## config.mk

```make
export PLATFORM = sky130hd
export DESIGN_NAME = rgm_recip
export DESIGN_NICKNAME = d
export VERILOG_FILES = /design/src/rtl/rgm_pkg.sv /design/src/rtl/rgm_recip.sv
export SDC_FILE = /design/constraint.sdc
export NUM_CORES = 2
export LEC_CHECK = 0
export ABC_AREA = 1
export BUFFER_PORTS_ARGS = -buffer_cell sky130_fd_sc_hd__buf_2
export CORE_MARGIN = 4
export CORE_UTILIZATION = 36
export CTS_CLUSTER_DIAMETER = 150
export DETAILED_ROUTE_END_ITERATION = 8
export GPL_TIMING_DRIVEN = 0
export PLACE_DENSITY = 0.52
export SLEW_MARGIN = 40
export SYNTH_ARGS = -nofsm -noshare
export SYNTH_HDL_FRONTEND = slang
export SYNTH_SLANG_ARGS = --single-unit
```

## constraint.sdc

```tcl
create_clock -name i_clk -period 3.9 [get_ports i_clk]
set_clock_uncertainty 0.15 [all_clocks]
set_input_delay 0.195 -clock i_clk [delete_from_list [all_inputs] [get_ports i_clk]]
set_output_delay 0.195 -clock i_clk [all_outputs]
set_load 0.03 [all_outputs]
```

## src/rtl/rgm_pkg.sv

```systemverilog
// Shared types, widths and constants of the replay gain multiplier.
// No dependencies; every other file of the block imports this package.
package rgm_pkg;

    localparam int GAIN_W     = 16;
    localparam int PEAK_W     = 20;
    localparam int OG_W       = 20;
    localparam int MULT_W     = 24;
    localparam int SUM_W      = 18;
    localparam int EXP_W      = 41;
    localparam int N_W        = 9;
    localparam int F_W        = 32;
    localparam int Y_W        = 30;
    localparam int TERM_W     = 31;
    localparam int R_W        = 32;
    localparam int M_W        = 32;
    localparam int PK_W       = 19;
    localparam int LIM_W      = 33;
    localparam int SERIES_K   = 12;
    localparam int DIV_STAGES = 28;
    localparam int DIV_SPS    = 2;
    localparam int DIV_W      = DIV_STAGES * DIV_SPS;
    localparam int FIX_W      = TERM_W + 4;
    localparam int CFG_IDX_W  = 3;
    localparam int CFG_DATA_W = 20;

    localparam logic [22:0]             LOG2_10_OVER_20_Q24 = 23'd2786635;
    localparam logic [Y_W-1:0]          LN2_Q30             = 30'd744261118;
    localparam logic signed [SUM_W-1:0] REF_LUFS_Q8         = -18'sd4608;
    localparam logic [PK_W-1:0]         ONE_Q16             = 19'd65536;
    localparam logic [TERM_W-1:0]       ONE_Q30             = 31'h4000_0000;
    localparam logic [MULT_W-1:0]       MULT_MAX            = 24'hFF_FFFF;

    localparam logic [1:0] MODE_TRACK = 2'd0;
    localparam logic [1:0] MODE_ALBUM = 2'd1;
    localparam logic [1:0] MODE_OFF   = 2'd2;

    typedef enum logic [CFG_IDX_W-1:0] {
        CFG_GAIN_MODE    = 3'd0,
        CFG_PREAMP_DB    = 3'd1,
        CFG_FALLBACK_DB  = 3'd2,
        CFG_PEAK_PROTECT = 3'd3,
        CFG_OUTPUT_GAIN  = 3'd4
    } t_cfg_idx;

    typedef struct packed {
        logic [1:0]               gain_mode;
        logic signed [GAIN_W-1:0] preamp_db;
        logic signed [GAIN_W-1:0] fallback_gain_db;
        logic                     peak_protect_enable;
        logic [OG_W-1:0]          output_gain;
    } t_cfg;

    // Per-item control that travels with the data down the pipeline.
    typedef struct packed {
        logic off;
        logic cap;
    } t_meta;

    // Turns q0 (floor(x/k) or one less) into the exact floor(x/k).
    function automatic logic [TERM_W-1:0] div_fix(logic [TERM_W-1:0] q,
                                                  logic [TERM_W-1:0] x,
                                                  logic [3:0] k);
        logic [FIX_W-1:0] rem;
        rem = FIX_W'(x) - FIX_W'(q) * FIX_W'(k);
        return (rem >= FIX_W'(k)) ? q + 1'b1 : q;
    endfunction

endpackage

```

## src/rtl/rgm_recip.sv

```systemverilog
// Pipelined restoring divider for the peak cap, (2^32 + peak/2) / peak in Q16.16.
// Depends on rgm_pkg; runs in lockstep with the main pipeline.
module rgm_recip import rgm_pkg::*; (
    input  logic             i_clk,
    input  logic             i_en,
    input  logic [PK_W-1:0]  i_pk,
    output logic [LIM_W-1:0] o_limit
);

    logic [PK_W-1:0]  r_rem [DIV_STAGES];
    logic [DIV_W-1:0] r_dd  [DIV_STAGES];
    logic [LIM_W-1:0] r_q   [DIV_STAGES];
    logic [PK_W-1:0]  r_d   [DIV_STAGES];

    for (genvar j = 0; j < DIV_STAGES; j++) begin : g_stage
        logic [PK_W-1:0]  in_rem, rem;
        logic [DIV_W-1:0] in_dd, dd;
        logic [LIM_W-1:0] in_q, q;
        logic [PK_W-1:0]  in_d;
        logic [PK_W:0]    sh;

        // The dividend sits at the bottom of a wider word; leading zero steps add nothing.
        if (j == 0) begin : g_load
            assign in_rem = '0;
            assign in_dd  = DIV_W'({1'b1, {(LIM_W-PK_W){1'b0}}, i_pk[PK_W-1:1]});
            assign in_q   = '0;
            assign in_d   = i_pk;
        end else begin : g_chain
            assign in_rem = r_rem[j-1];
            assign in_dd  = r_dd[j-1];
            assign in_q   = r_q[j-1];
            assign in_d   = r_d[j-1];
        end

        always_comb begin
            rem = in_rem;
            dd  = in_dd;
            q   = in_q;
            sh  = '0;
            for (int s = 0; s < DIV_SPS; s++) begin
                sh = {rem, dd[DIV_W-1]};
                dd = dd << 1;
                if (sh >= {1'b0, in_d}) begin
                    rem = PK_W'(sh - {1'b0, in_d});
                    q   = {q[LIM_W-2:0], 1'b1};
                end else begin
                    rem = sh[PK_W-1:0];
                    q   = {q[LIM_W-2:0], 1'b0};
                end
            end
        end

        always_ff @(posedge i_clk) begin
            if (i_en) begin
                r_rem[j] <= rem;
                r_dd[j]  <= dd;
                r_q[j]   <= q;
                r_d[j]   <= in_d;
            end
        end
    end

    assign o_limit = r_q[DIV_STAGES-1];

endmodule

```

==> flow_summary.json <==
{
  "status": "complete, but fails checks",
  "failed_checks": "negative setup slack",
  "synthesis.yosys.warnings": 0,
  "setup_repair_after_global_routing_missed_its_margin": "true",
  "final_hold_vio_count": 0,
  "grt_pass1_vias": 98684,
  "final.hold.worst_slack_ps": 180,
  "synth-seq-area-share_pct": 36.0,
  "core_um2": 303000,
  "grt_max_degree": 106,
  "report.final.slew_viol_count": 0,
  "nFillCells": 28102,
  "setup_slack_ps": -311,
  "drv_cap": 0,
  "groute.usage.overall_pct": 22.0,
  "dp.final_hpwl_um": 274000,
  "critPathMaxFanout": 6,
  "tightestPinTransition_ps": 611,
  "global_route_overflow": 0,
  "routed_wl_um": 380000,
  "routed_via_density": 5.21,
  "worstSetupPathType": "reg2reg",
  "avgRoutedWirePerCell_um": 18.5,
  "arrival_ps": 4670,
  "hp-class": "in2reg",
  "drt-pass1-iter-count": 6,
  "drt_drc_violations_left": 0,
  "crit_required_ps": 4360,
  "portBuffers": 53,
  "h_tree_lvl_count": 4,
  "fp-row-count": 202,
  "synth_top_area_share_pct": 36.0,
  "cts_buffer_depth": 4,
  "syn_avg_cell_area_um2": 7.52,
  "post-synth-top-area-cell": "sky130_fd_sc_hd__edfxtp_1",
  "post_synthesis_cells": 14602,
  "layout-area-overhead-vs-synth_pct": 41.3,
  "final.period_utilization_pct": 108,
  "path_clk_slew_ps": 60,
  "relSlewSlack_pct": 59.3,
  "post_route_ant_nets": 0,
  "grt_first_pass_wirelength_um": 557000,
  "top_area_cells_in_the_synthesized_netlist": "sky130_fd_sc_hd__edfxtp_1 36%, sky130_fd_sc_hd__nand2_1 16%, sky130_fd_sc_hd__ha_1 12%, sky130_fd_sc_hd__inv_1 5.4%, sky130_fd_sc_hd__nand3_1 5.0%",
  "clock_insertion_delay_at_the_later_pin_of_the_skew_report_ps": 860,
  "die_h_um": 560,
  "detailedRoute.firstIterationViolations": 8658,
  "postSynthNetCount": 15687,
  "worstSetupEndpointType": "register",
  "yosys_register_bits": 1315,
  "timing.final.crit_period_ps": 4210,
  "tritoncts_num_sinks": 1315,
  "cts_buffers": 164,
  "clock-root-buffer": "sky130_fd_sc_hd__clkbuf_16",
  "start_util_pct": 36.2,
  "gpl.final_weighted_congestion": 0.929,
  "die_area_um2": 314000,
  "async_flop_share_pct": 0,
  "synth.distinct_cells": 56,
  "fmax_mhz": 237,
  "startpoint_type": "register",
  "tritoncts": "done",
  "io-pin-count": 54,
  "num-nets-final": 17548,
  "die_x_um": 560,
  "vias": 107153,
  "fraction_of_final_layout_cells_with_drive_strength_greater_than_1_pct": 33.6,
  "predominant_post_synthesis_flop_cell": "sky130_fd_sc_hd__edfxtp_1",
  "post_synthesis_cell_area_um2": 110000,
  "synth_edf_count": 1315,
  "grt_antenna_before_repair": 2,
  "netlist_top_cells_count": "4737 x sky130_fd_sc_hd__nand2_1, 1590 x sky130_fd_sc_hd__inv_1, 1315 x sky130_fd_sc_hd__edfxtp_1, 1098 x sky130_fd_sc_hd__nand3_1, 1070 x sky130_fd_sc_hd__nor2_1",
  "yosys.cell_count.top_type": "sky130_fd_sc_hd__nand2_1",
  "setup_viol": 425
}
[what timing repair did]
action                     4_1_cts  5_1_grt
gates resized for setup       2324     2433
gates cloned                    41       58
buffers inserted               842      656
pin swaps                      560      906
hold buffers                    39        0
hold endpoints to repair       284        0
setup endpoints to repair      511      511
[stage by stage]
| step | utilization [%] | instances | TNS, ps | area [um2] | setup slack [ps] |
|---|---|---|---|---|---|
| floorplan | - | 14602 | 0 | 110000 | 5.04 |
| global placement | 37.9 | 18633 | - | 115000 | -19550 |
| detailed placement | 38.1 | 18647 | -528810 | 115000 | -1380 |
| CTS | 45.8 | 19858 | -65810 | 139000 | -242 |
| global route | 51.1 | 20567 | -146150 | 155000 | -489 |
| finish | 51.1 | 20567 | -53750 | 155000 | -311 |
[final timing paths]
check / to / slack [ps] / startpoint / cells after the start
setup / recovery: r_rem[1][173]$_DFFE_PP_ / -310 / r_rem[1][154]$_DFFE_PP_ / 24
hold reg to reg: r_q[1][313]$_DFFE_PP_ / 240 / r_q[1][278]$_DFFE_PP_ / 0
hold / removal: r_rem[0][242]$_DFFE_PP_ / 180 / i_en / 2
setup reg to reg: r_rem[1][173]$_DFFE_PP_ / -310 / r_rem[1][154]$_DFFE_PP_ / 24
[flip-flops by register name, summed over array words and instances (netlist names)]
signal  flops
r_d       513
r_q       289
r_rem     513
[per-layer routing]
metal / part of all wire, % / GRT usage, %
met1: 45 / 30.4
met2: 47 / 36.6
met3: 4.8 / 2.11
met4: 3.0 / 5.95
met5: 0 / 0
[layout make-up]
type,instances,area [um2],share of cell area (%)
antenna,2,5.00,0.00323
buffer,181,2360,1.52
clock buffer,193,4280,2.76
clock inverter,97,1130,0.728
inverter,1636,6490,4.19
multi-input combinational,11471,81700,52.7
sequential,1315,39500,25.5
tap,3978,4980,3.21
timing repair buffer,1691,14600,9.44
timing repair inverter,3,23.8,0.0153
[kinds of logic (layout without fill, tap and decap cells)]
group	after synthesis	in the layout	share of synthesized area, %
other cells	0	2	0
simple gates	7792	7795	30.2
fa+ha+maj	1064	1064	12.4
compound gates	2016	2016	9.95
flops	1315	1315	36.0
xor+xnor	596	596	4.75
buf+inv	1819	3801	6.80
[placed cells by master, fill, tap and decap left out, types with 33 or more instances in the layout]
cell                            count
sky130_fd_sc_hd__ha_1             292
sky130_fd_sc_hd__nand3_2          199
sky130_fd_sc_hd__nand2_4          264
sky130_fd_sc_hd__a21o_1            88
sky130_fd_sc_hd__nand2_2          796
sky130_fd_sc_hd__buf_8             74
sky130_fd_sc_hd__nor2_1           929
sky130_fd_sc_hd__buf_2             76
sky130_fd_sc_hd__o21ai_4           77
sky130_fd_sc_hd__nor3_1           111
sky130_fd_sc_hd__nand4_1          281
sky130_fd_sc_hd__a21oi_2          244
sky130_fd_sc_hd__o21ai_1          121
sky130_fd_sc_hd__a21oi_4           77
sky130_fd_sc_hd__nand3_4           33
sky130_fd_sc_hd__inv_2            398
sky130_fd_sc_hd__o21ai_0          376
sky130_fd_sc_hd__dlygate4sd3_1     39
sky130_fd_sc_hd__or2_2             95
sky130_fd_sc_hd__edfxtp_1        1315
sky130_fd_sc_hd__buf_12            44
sky130_fd_sc_hd__o21bai_1          74
sky130_fd_sc_hd__buf_4           1413
sky130_fd_sc_hd__nand3b_1         144
sky130_fd_sc_hd__nand3_1          890
sky130_fd_sc_hd__a21oi_1          680
sky130_fd_sc_hd__clkbuf_16        210
sky130_fd_sc_hd__inv_1           1158
sky130_fd_sc_hd__xnor2_1          253
sky130_fd_sc_hd__nor3_4            33
sky130_fd_sc_hd__ha_4             704
sky130_fd_sc_hd__o21ai_2          135
sky130_fd_sc_hd__xor2_1           338
sky130_fd_sc_hd__inv_4             44
sky130_fd_sc_hd__nand2_1         3730
sky130_fd_sc_hd__nor2_4            99
sky130_fd_sc_hd__buf_6            150
sky130_fd_sc_hd__nor2_2            88
[critical path, cell delays in order (launching register included)]
cell and delay, ps:
sky130_fd_sc_hd__edfxtp_1 460, sky130_fd_sc_hd__ha_4 340, sky130_fd_sc_hd__inv_2 50, sky130_fd_sc_hd__nor3_4 250
sky130_fd_sc_hd__nand2_1 100, sky130_fd_sc_hd__nor3b_2 250, sky130_fd_sc_hd__nor2_4 80, sky130_fd_sc_hd__nand2_4 130
sky130_fd_sc_hd__buf_4 130, sky130_fd_sc_hd__buf_4 110, sky130_fd_sc_hd__nand3_1 80, sky130_fd_sc_hd__nand2_2 100
sky130_fd_sc_hd__inv_2 50, sky130_fd_sc_hd__ha_4 290, sky130_fd_sc_hd__nand2_4 60, sky130_fd_sc_hd__nor2_4 130
sky130_fd_sc_hd__nand4_1 160, sky130_fd_sc_hd__nor4_4 400, sky130_fd_sc_hd__nor2_1 80, sky130_fd_sc_hd__nand2_1 120
sky130_fd_sc_hd__nor2_4 60, sky130_fd_sc_hd__buf_8 140, sky130_fd_sc_hd__clkbuf_16 160, sky130_fd_sc_hd__nand3_4 50
sky130_fd_sc_hd__nand2_2 50
Power is not shown: default switching activity piles up to over one toggle a cycle in this logic, so the estimate is an artifact.
