**config.mk**
```make
export PLATFORM = sky130hd
export DESIGN_NAME = rgm_front
export DESIGN_NICKNAME = d
export VERILOG_FILES = /design/src/rtl/rgm_pkg.sv /design/src/rtl/rgm_front.sv
export SDC_FILE = /design/constraint.sdc
export NUM_CORES = 2
export LEC_CHECK = 0
export ABC_AREA = 1
export BUFFER_PORTS_ARGS = -buffer_cell sky130_fd_sc_hd__buf_2
export CORE_ASPECT_RATIO = 1.2
export CORE_UTILIZATION = 27
export DETAILED_ROUTE_END_ITERATION = 7
export PLACE_DENSITY_LB_ADDON = 0.3
export SYNTH_ARGS = -nofsm -noshare
export SYNTH_HDL_FRONTEND = slang
export SYNTH_SLANG_ARGS = --single-unit
```
**constraint.sdc**
```tcl
create_clock -name i_clk -period 11.95 [get_ports i_clk]
set_input_delay 0 -clock i_clk [delete_from_list [all_inputs] [get_ports i_clk]]
set_output_delay 0 -clock i_clk [all_outputs]
set_load 0.01 [all_outputs]
```
**src/rtl/rgm_pkg.sv**
```systemverilog
// Shared types, widths and constants of the replay gain multiplier.
// No dependencies; every other file of the block imports this package.
package rgm_pkg;

    localparam int GAIN_W     = 16;
    localparam int PEAK_W     = 20;
    localparam int OG_W       = 20;
    localparam int MULT_W     = 24;
    localparam int SUM_W      = 18;
    localparam int EXP_W      = 41;
    localparam int N_W        = 9;
    localparam int F_W        = 32;
    localparam int Y_W        = 30;
    localparam int TERM_W     = 31;
    localparam int R_W        = 32;
    localparam int M_W        = 32;
    localparam int PK_W       = 19;
    localparam int LIM_W      = 33;
    localparam int SERIES_K   = 12;
    localparam int DIV_STAGES = 28;
    localparam int DIV_SPS    = 2;
    localparam int DIV_W      = DIV_STAGES * DIV_SPS;
    localparam int FIX_W      = TERM_W + 4;
    localparam int CFG_IDX_W  = 3;
    localparam int CFG_DATA_W = 20;

    localparam logic [22:0]             LOG2_10_OVER_20_Q24 = 23'd2786635;
    localparam logic [Y_W-1:0]          LN2_Q30             = 30'd744261118;
    localparam logic signed [SUM_W-1:0] REF_LUFS_Q8         = -18'sd4608;
    localparam logic [PK_W-1:0]         ONE_Q16             = 19'd65536;
    localparam logic [TERM_W-1:0]       ONE_Q30             = 31'h4000_0000;
    localparam logic [MULT_W-1:0]       MULT_MAX            = 24'hFF_FFFF;

    localparam logic [1:0] MODE_TRACK = 2'd0;
    localparam logic [1:0] MODE_ALBUM = 2'd1;
    localparam logic [1:0] MODE_OFF   = 2'd2;

    typedef enum logic [CFG_IDX_W-1:0] {
        CFG_GAIN_MODE    = 3'd0,
        CFG_PREAMP_DB    = 3'd1,
        CFG_FALLBACK_DB  = 3'd2,
        CFG_PEAK_PROTECT = 3'd3,
        CFG_OUTPUT_GAIN  = 3'd4
    } t_cfg_idx;

    typedef struct packed {
        logic [1:0]               gain_mode;
        logic signed [GAIN_W-1:0] preamp_db;
        logic signed [GAIN_W-1:0] fallback_gain_db;
        logic                     peak_protect_enable;
        logic [OG_W-1:0]          output_gain;
    } t_cfg;

    // Per-item control that travels with the data down the pipeline.
    typedef struct packed {
        logic off;
        logic cap;
    } t_meta;

    // Turns q0 (floor(x/k) or one less) into the exact floor(x/k).
    function automatic logic [TERM_W-1:0] div_fix(logic [TERM_W-1:0] q,
                                                  logic [TERM_W-1:0] x,
                                                  logic [3:0] k);
        logic [FIX_W-1:0] rem;
        rem = FIX_W'(x) - FIX_W'(q) * FIX_W'(k);
        return (rem >= FIX_W'(k)) ? q + 1'b1 : q;
    endfunction

endpackage

```
**src/rtl/rgm_front.sv**
```systemverilog
// Front stages: tag selection and dB sum, base-2 exponent split, ln2 scaling.
// Depends on rgm_pkg.
module rgm_front import rgm_pkg::*; (
    input  logic                     i_clk,
    input  logic                     i_rst_n,
    input  logic                     i_en,
    input  logic                     i_valid,
    input  t_cfg                     i_cfg,
    input  logic                     i_track_gain_present,
    input  logic signed [GAIN_W-1:0] i_track_gain_db,
    input  logic                     i_album_gain_present,
    input  logic signed [GAIN_W-1:0] i_album_gain_db,
    input  logic                     i_track_peak_present,
    input  logic signed [PEAK_W-1:0] i_track_peak,
    input  logic                     i_album_peak_present,
    input  logic signed [PEAK_W-1:0] i_album_peak,
    input  logic                     i_ref_loudness_present,
    input  logic signed [GAIN_W-1:0] i_ref_loudness_lufs,
    output logic [PK_W-1:0]          o_pk,
    output logic                     o_valid,
    output t_meta                    o_meta,
    output logic signed [N_W-1:0]    o_n,
    output logic [Y_W-1:0]           o_y
);

    logic                     sel;
    logic                     have;
    logic signed [GAIN_W-1:0] g;
    logic                     hp;
    logic signed [PEAK_W-1:0] pk_raw;
    logic signed [SUM_W-1:0]  ref_term;
    logic signed [SUM_W-1:0]  n_s;
    logic [PK_W-1:0]          n_pk;
    t_meta                    n_meta;
    logic [EXP_W-1:0]         p;
    logic [F_W+Y_W-1:0]       prod_y;

    logic                     r1_valid, r2_valid, r3_valid;
    logic signed [SUM_W-1:0]  r1_s;
    logic [PK_W-1:0]          r1_pk;
    t_meta                    r1_meta, r2_meta, r3_meta;
    logic signed [N_W-1:0]    r2_n, r3_n;
    logic [F_W-1:0]           r2_f;
    logic [Y_W-1:0]           r3_y;

    // The selected gain falls back to the other one when it is missing.
    always_comb begin
        if (!(i_cfg.gain_mode[0] ? i_album_gain_present : i_track_gain_present) &&
            (i_cfg.gain_mode[0] ? i_track_gain_present : i_album_gain_present)) begin
            sel = !i_cfg.gain_mode[0];
        end else begin
            sel = i_cfg.gain_mode[0];
        end
        have   = sel ? i_album_gain_present : i_track_gain_present;
        g      = sel ? i_album_gain_db : i_track_gain_db;
        hp     = sel ? i_album_peak_present : i_track_peak_present;
        pk_raw = sel ? i_album_peak : i_track_peak;
        if (i_ref_loudness_present) begin
            ref_term = REF_LUFS_Q8 -
                       {{(SUM_W-GAIN_W){i_ref_loudness_lufs[GAIN_W-1]}}, i_ref_loudness_lufs};
        end else begin
            ref_term = '0;
        end
        if (have) begin
            n_s = {{(SUM_W-GAIN_W){g[GAIN_W-1]}}, g} +
                  {{(SUM_W-GAIN_W){i_cfg.preamp_db[GAIN_W-1]}}, i_cfg.preamp_db} + ref_term;
        end else begin
            n_s = {{(SUM_W-GAIN_W){i_cfg.fallback_gain_db[GAIN_W-1]}},
                   i_cfg.fallback_gain_db};
        end
        if (hp && !pk_raw[PEAK_W-1] && (pk_raw != '0)) begin
            n_pk = pk_raw[PK_W-1:0];
        end else begin
            n_pk = ONE_Q16;
        end
        n_meta.off = i_cfg.gain_mode[1];
        n_meta.cap = have && i_cfg.peak_protect_enable;
    end

    // Exponent in units of 2^-32; the top bits are the floor, the rest the fraction.
    assign p      = {{(EXP_W-SUM_W){r1_s[SUM_W-1]}}, r1_s} * EXP_W'(LOG2_10_OVER_20_Q24);
    assign prod_y = (F_W+Y_W)'(r2_f) * (F_W+Y_W)'(LN2_Q30);

    always_ff @(posedge i_clk) begin
        if (!i_rst_n) begin
            r1_valid <= 1'b0;
            r2_valid <= 1'b0;
            r3_valid <= 1'b0;
        end else if (i_en) begin
            r1_valid <= i_valid;
            r2_valid <= r1_valid;
            r3_valid <= r2_valid;
        end
    end

    always_ff @(posedge i_clk) begin
        if (i_en) begin
            r1_s    <= n_s;
            r1_pk   <= n_pk;
            r1_meta <= n_meta;
            r2_n    <= p[EXP_W-1:F_W];
            r2_f    <= p[F_W-1:0];
            r2_meta <= r1_meta;
            r3_n    <= r2_n;
            r3_y    <= prod_y[F_W+Y_W-1:F_W];
            r3_meta <= r2_meta;
        end
    end

    assign o_pk    = r1_pk;
    assign o_valid = r3_valid;
    assign o_meta  = r3_meta;
    assign o_n     = r3_n;
    assign o_y     = r3_y;

endmodule

```
==> impl_metrics.csv <==
group,metric,value,unit
status,status,"complete, no violations",
critical_path,critical_path.top_delay_family,"adder cells",
critical_path,worstSetupStartpointType,"flip-flop",
die,io-pin-count,213,
die,die_area,0.1182,mm2
global_route,grt_use_total,0.1610,
global_route,grt_max_degree,74,
die,core-area,0.1160,mm2
synthesis,dominantRegCellSynth,"edfxtp_1",
critical_path,ordered_list_of_cells_on_the_worst_path,"inv_1 > fa_1 > inv_1 > fa_1 > fa_1 > inv_1 > fa_1 > fa_1 > fa_1 > fa_1 > inv_1 > fa_1 > ha_1 > nand2_1 > nor2_1 > inv_1 > nor2_1 > nand2_1 > nor3_1 > nand2_1 > nand4_1 > nand2_1",
synthesis,synth_top_cell_by_area,"fa_1",
global_route,grt_pass1_vias,26710,
sta,setup_viol,0,
critical_path,critical_path.n_buffers_inverters,5,
die,die-height,376.4,um
routing,routed_via_density,4.319,
synthesis,synth_top_cells_by_count,"inv_1, nand2_1, ha_1",
synthesis,syn_area,0.03154,mm2
critical_path,worstPathMaxFanout,7,
sta,finalWorstPathRequiredPeriod,7.311,ns
synthesis,synth_largest_type_area_fraction,0.2913,
sta,fmax,0.1368,GHz
critical_path,timing_worst_setup_path_type,"flip-flop to flip-flop",
clock_tree,postCtsHoldBufs,60,
placement,detailed_place.area,0.03440,mm2
critical_path,setup.worst_path.end_class,"flip-flop",
critical_path,timing.critical_path.arrival,7.55,ns
sta,rsz0062_at_grt,"no",
sta,relSlewSlack,0.4406,
synthesis,ys_types,38,
hold_path,hold_path_class,"input pin to flip-flop",
critical_path,cp.depth,22,
clock_tree,htreeDepth,4,
critical_path,setup_slack_on_the_worst_flop_to_flop_path,4.64,ns
routing,post_drt_wl_per_cell,15.83,um
clock_tree,post-cts-setup-buffers,0,
critical_path,r2r_end,"o_y[15]",
die,number_of_placement_rows,137,
placement,gp_congestion,0.9709,
placement,detailed_place_hpwl,81230,um
critical_path,critical_path.most_common_cell,"fa_1",
synthesis,seq_area_frac_synth,0.1190,
sta,fin_setup_tns,0,ns
clock_tree,total_number_of_clock_tree_sinks,126,
sta,final.period_utilization,0.6118,
routing,initial_drc_count,1075,
flow_run,cap_violations,0,
die,floorplan.initialDensity,0.2718,
final_layout,final.fill_count,12540,
synthesis,synthCells,3944,
synthesis,synth_fp_nets,5111,
sta,hold_violations,0,
routing,drt_drc_violations_left,0,
critical_path,r2r_path_start,"r2_f[25]",
final_layout,design.final.nets,5377,
critical_path,cp_data_required_time,12.19,ns
placement,numPortBuffers,192,
clock_tree,post_cts.resized_instances,0,
synthesis,synth.area.top_cells,"fa_1, ha_1, inv_1",
routing,routed-via-count,24850,
global_route,grt_antenna_before_repair,0,
synthesis,synth-edff-count,123,
synthesis,synthMostInstantiatedCell,"inv_1",
synthesis,ys_async_sr_fraction,0,
routing,postRouteAntennaNets,0,
final_layout,stdcell_area,0.03559,mm2
final_layout,drive_gt1_frac,0.06180,
critical_path,slowest_stage,"edfxtp_1",
clock_tree,cts_root_buf,"clkbuf_16",
sta,timing.hold.ws,0.03930,ns
global_route,global_route_wire_length_before_repair,145200,um
final_layout,flow.area_growth_from_synthesis,12.85,%
global_route,overflow_after_grt,0,
sta,timing_worst_slew_pin_value,0.8391,ns
clock_tree,clockBufferDepth,2,
sta,report.final.slew_viol_count,0,
final_layout,finish.utilization,0.3067,
critical_path,critPathMaxStageDelay,0.70,ns
synthesis,post_synth.cell_area_avg,7.997,um2
sta,fin_skew,0.01036,ns
clock_tree,clk_pin_slew_worst_paths,0.07,ns
clock_tree,cts_tree,"yes",
critical_path,cp_startpoint,"r2_f[25]",
routing,number_of_iterations_in_the_first_detailed_routing_pass,5,
clock_tree,num_cts_buffers,17,
die,dieWidth,314.0,um
final_layout,num_antenna_cells,0,
critical_path,setup.worst_path.end,"o_y[15]",
critical_path,r2r_cells,22,
synthesis,ys_seq_elements,126,
routing,wl,91050,um
synthesis,synth.yosys.warnings,0,
clock_tree,insertion_delay_to_the_later_sink_of_the_worst_skew_pair,0.50,ns
stage by stage:
step	worst slack [ns]	cells
after CTS	4.602	5752
final	4.639	5752
after detailed placement	4.606	5660
after global routing	4.227	5752
after global placement	4.640	5660
after floorplan	5.652	3944
cell type report:
cell class / count / area [um2] / area share
Multi-Input combinational cell: 2684 / 23500 / 0.6603
Clock inverter: 15 / 172.7 / 0.004851
Inverter: 1123 / 4215 / 0.1184
Sequential cell: 126 / 3754 / 0.1055
Clock buffer: 17 / 425.4 / 0.01195
Timing Repair Buffer: 258 / 1613 / 0.04531
Tap cell: 1529 / 1913 / 0.05375
registers in the layout, summed over array words and instances (netlist names):
signal	count
r2_f	32
o_valid	1
r2_valid	1
r1_s	18
o_meta	2
o_pk	19
r1_valid	1
o_y	30
r2_meta	2
o_n	9
r1_meta	2
r2_n	9
worst min-delay path by stage:
stage	slack [ns]	cells past startpoint	start	to
global placement	0.19	1	i_cfg[54]	r1_meta[1]
global route	0.04	4	i_album_peak[7]	o_pk[7]
detailed placement	0.19	1	i_cfg[54]	r1_meta[1]
finish	0.04	4	i_album_peak[7]	o_pk[7]
floorplan	0.1	0	i_cfg[54]	r1_meta[1]
CTS	0.0009	4	i_album_peak[7]	o_pk[7]
worst register-to-register path, cell delays in order (launching register included):
cell and delay, ns:
edfxtp_1 0.70, inv_1 0.41, fa_1 0.70, inv_1 0.10
fa_1 0.42, fa_1 0.54, inv_1 0.05, fa_1 0.41
fa_1 0.53, fa_1 0.51, fa_1 0.49, inv_1 0.05
fa_1 0.44, ha_1 0.42, nand2_1 0.13, nor2_1 0.15
inv_1 0.09, nor2_1 0.27, nand2_1 0.21, nor3_1 0.18
nand2_1 0.09, nand4_1 0.10, nand2_1 0.09
cell families after synthesis:
logic type | share of synthesized area
compound gates | 0.04022
xor+xnor | 0.01416
fa+ha+maj | 0.5119
buf+inv | 0.1359
flops | 0.1190
simple gates | 0.1788
cell usage in the layout (no fill, tap or decap), drive strengths merged, types with 2 or more instances in the layout:
| cell | n |
|---|---|
| a21o | 14 |
| a21oi | 115 |
| a31oi | 3 |
| and2 | 7 |
| buf | 198 |
| clkbuf | 17 |
| clkinv | 4 |
| clkinvlp | 2 |
| dfxtp | 3 |
| dlygate4sd3 | 60 |
| edfxtp | 123 |
| fa | 459 |
| ha | 556 |
| inv | 1131 |
| nand2 | 934 |
| nand3 | 139 |
| nand3b | 12 |
| nand4 | 23 |
| nor2 | 236 |
| nor3 | 27 |
| nor4 | 5 |
| o211ai | 2 |
| o21a | 4 |
| o21ai | 77 |
| o21bai | 12 |
| or2 | 5 |
| xnor2 | 19 |
| xor2 | 32 |
layer usage:
metal  global-route usage  part of all wire  wire, um
met1               0.1853              0.42     37940
met2               0.2981              0.51     46430
met3              0.02251             0.036      3296
met4              0.06038             0.037      3389
met5                    0                 0         0
Power is left out: the tool's default activity adds up to more than one toggle a clock period on the data nets, which glitch-free logic cannot reach.
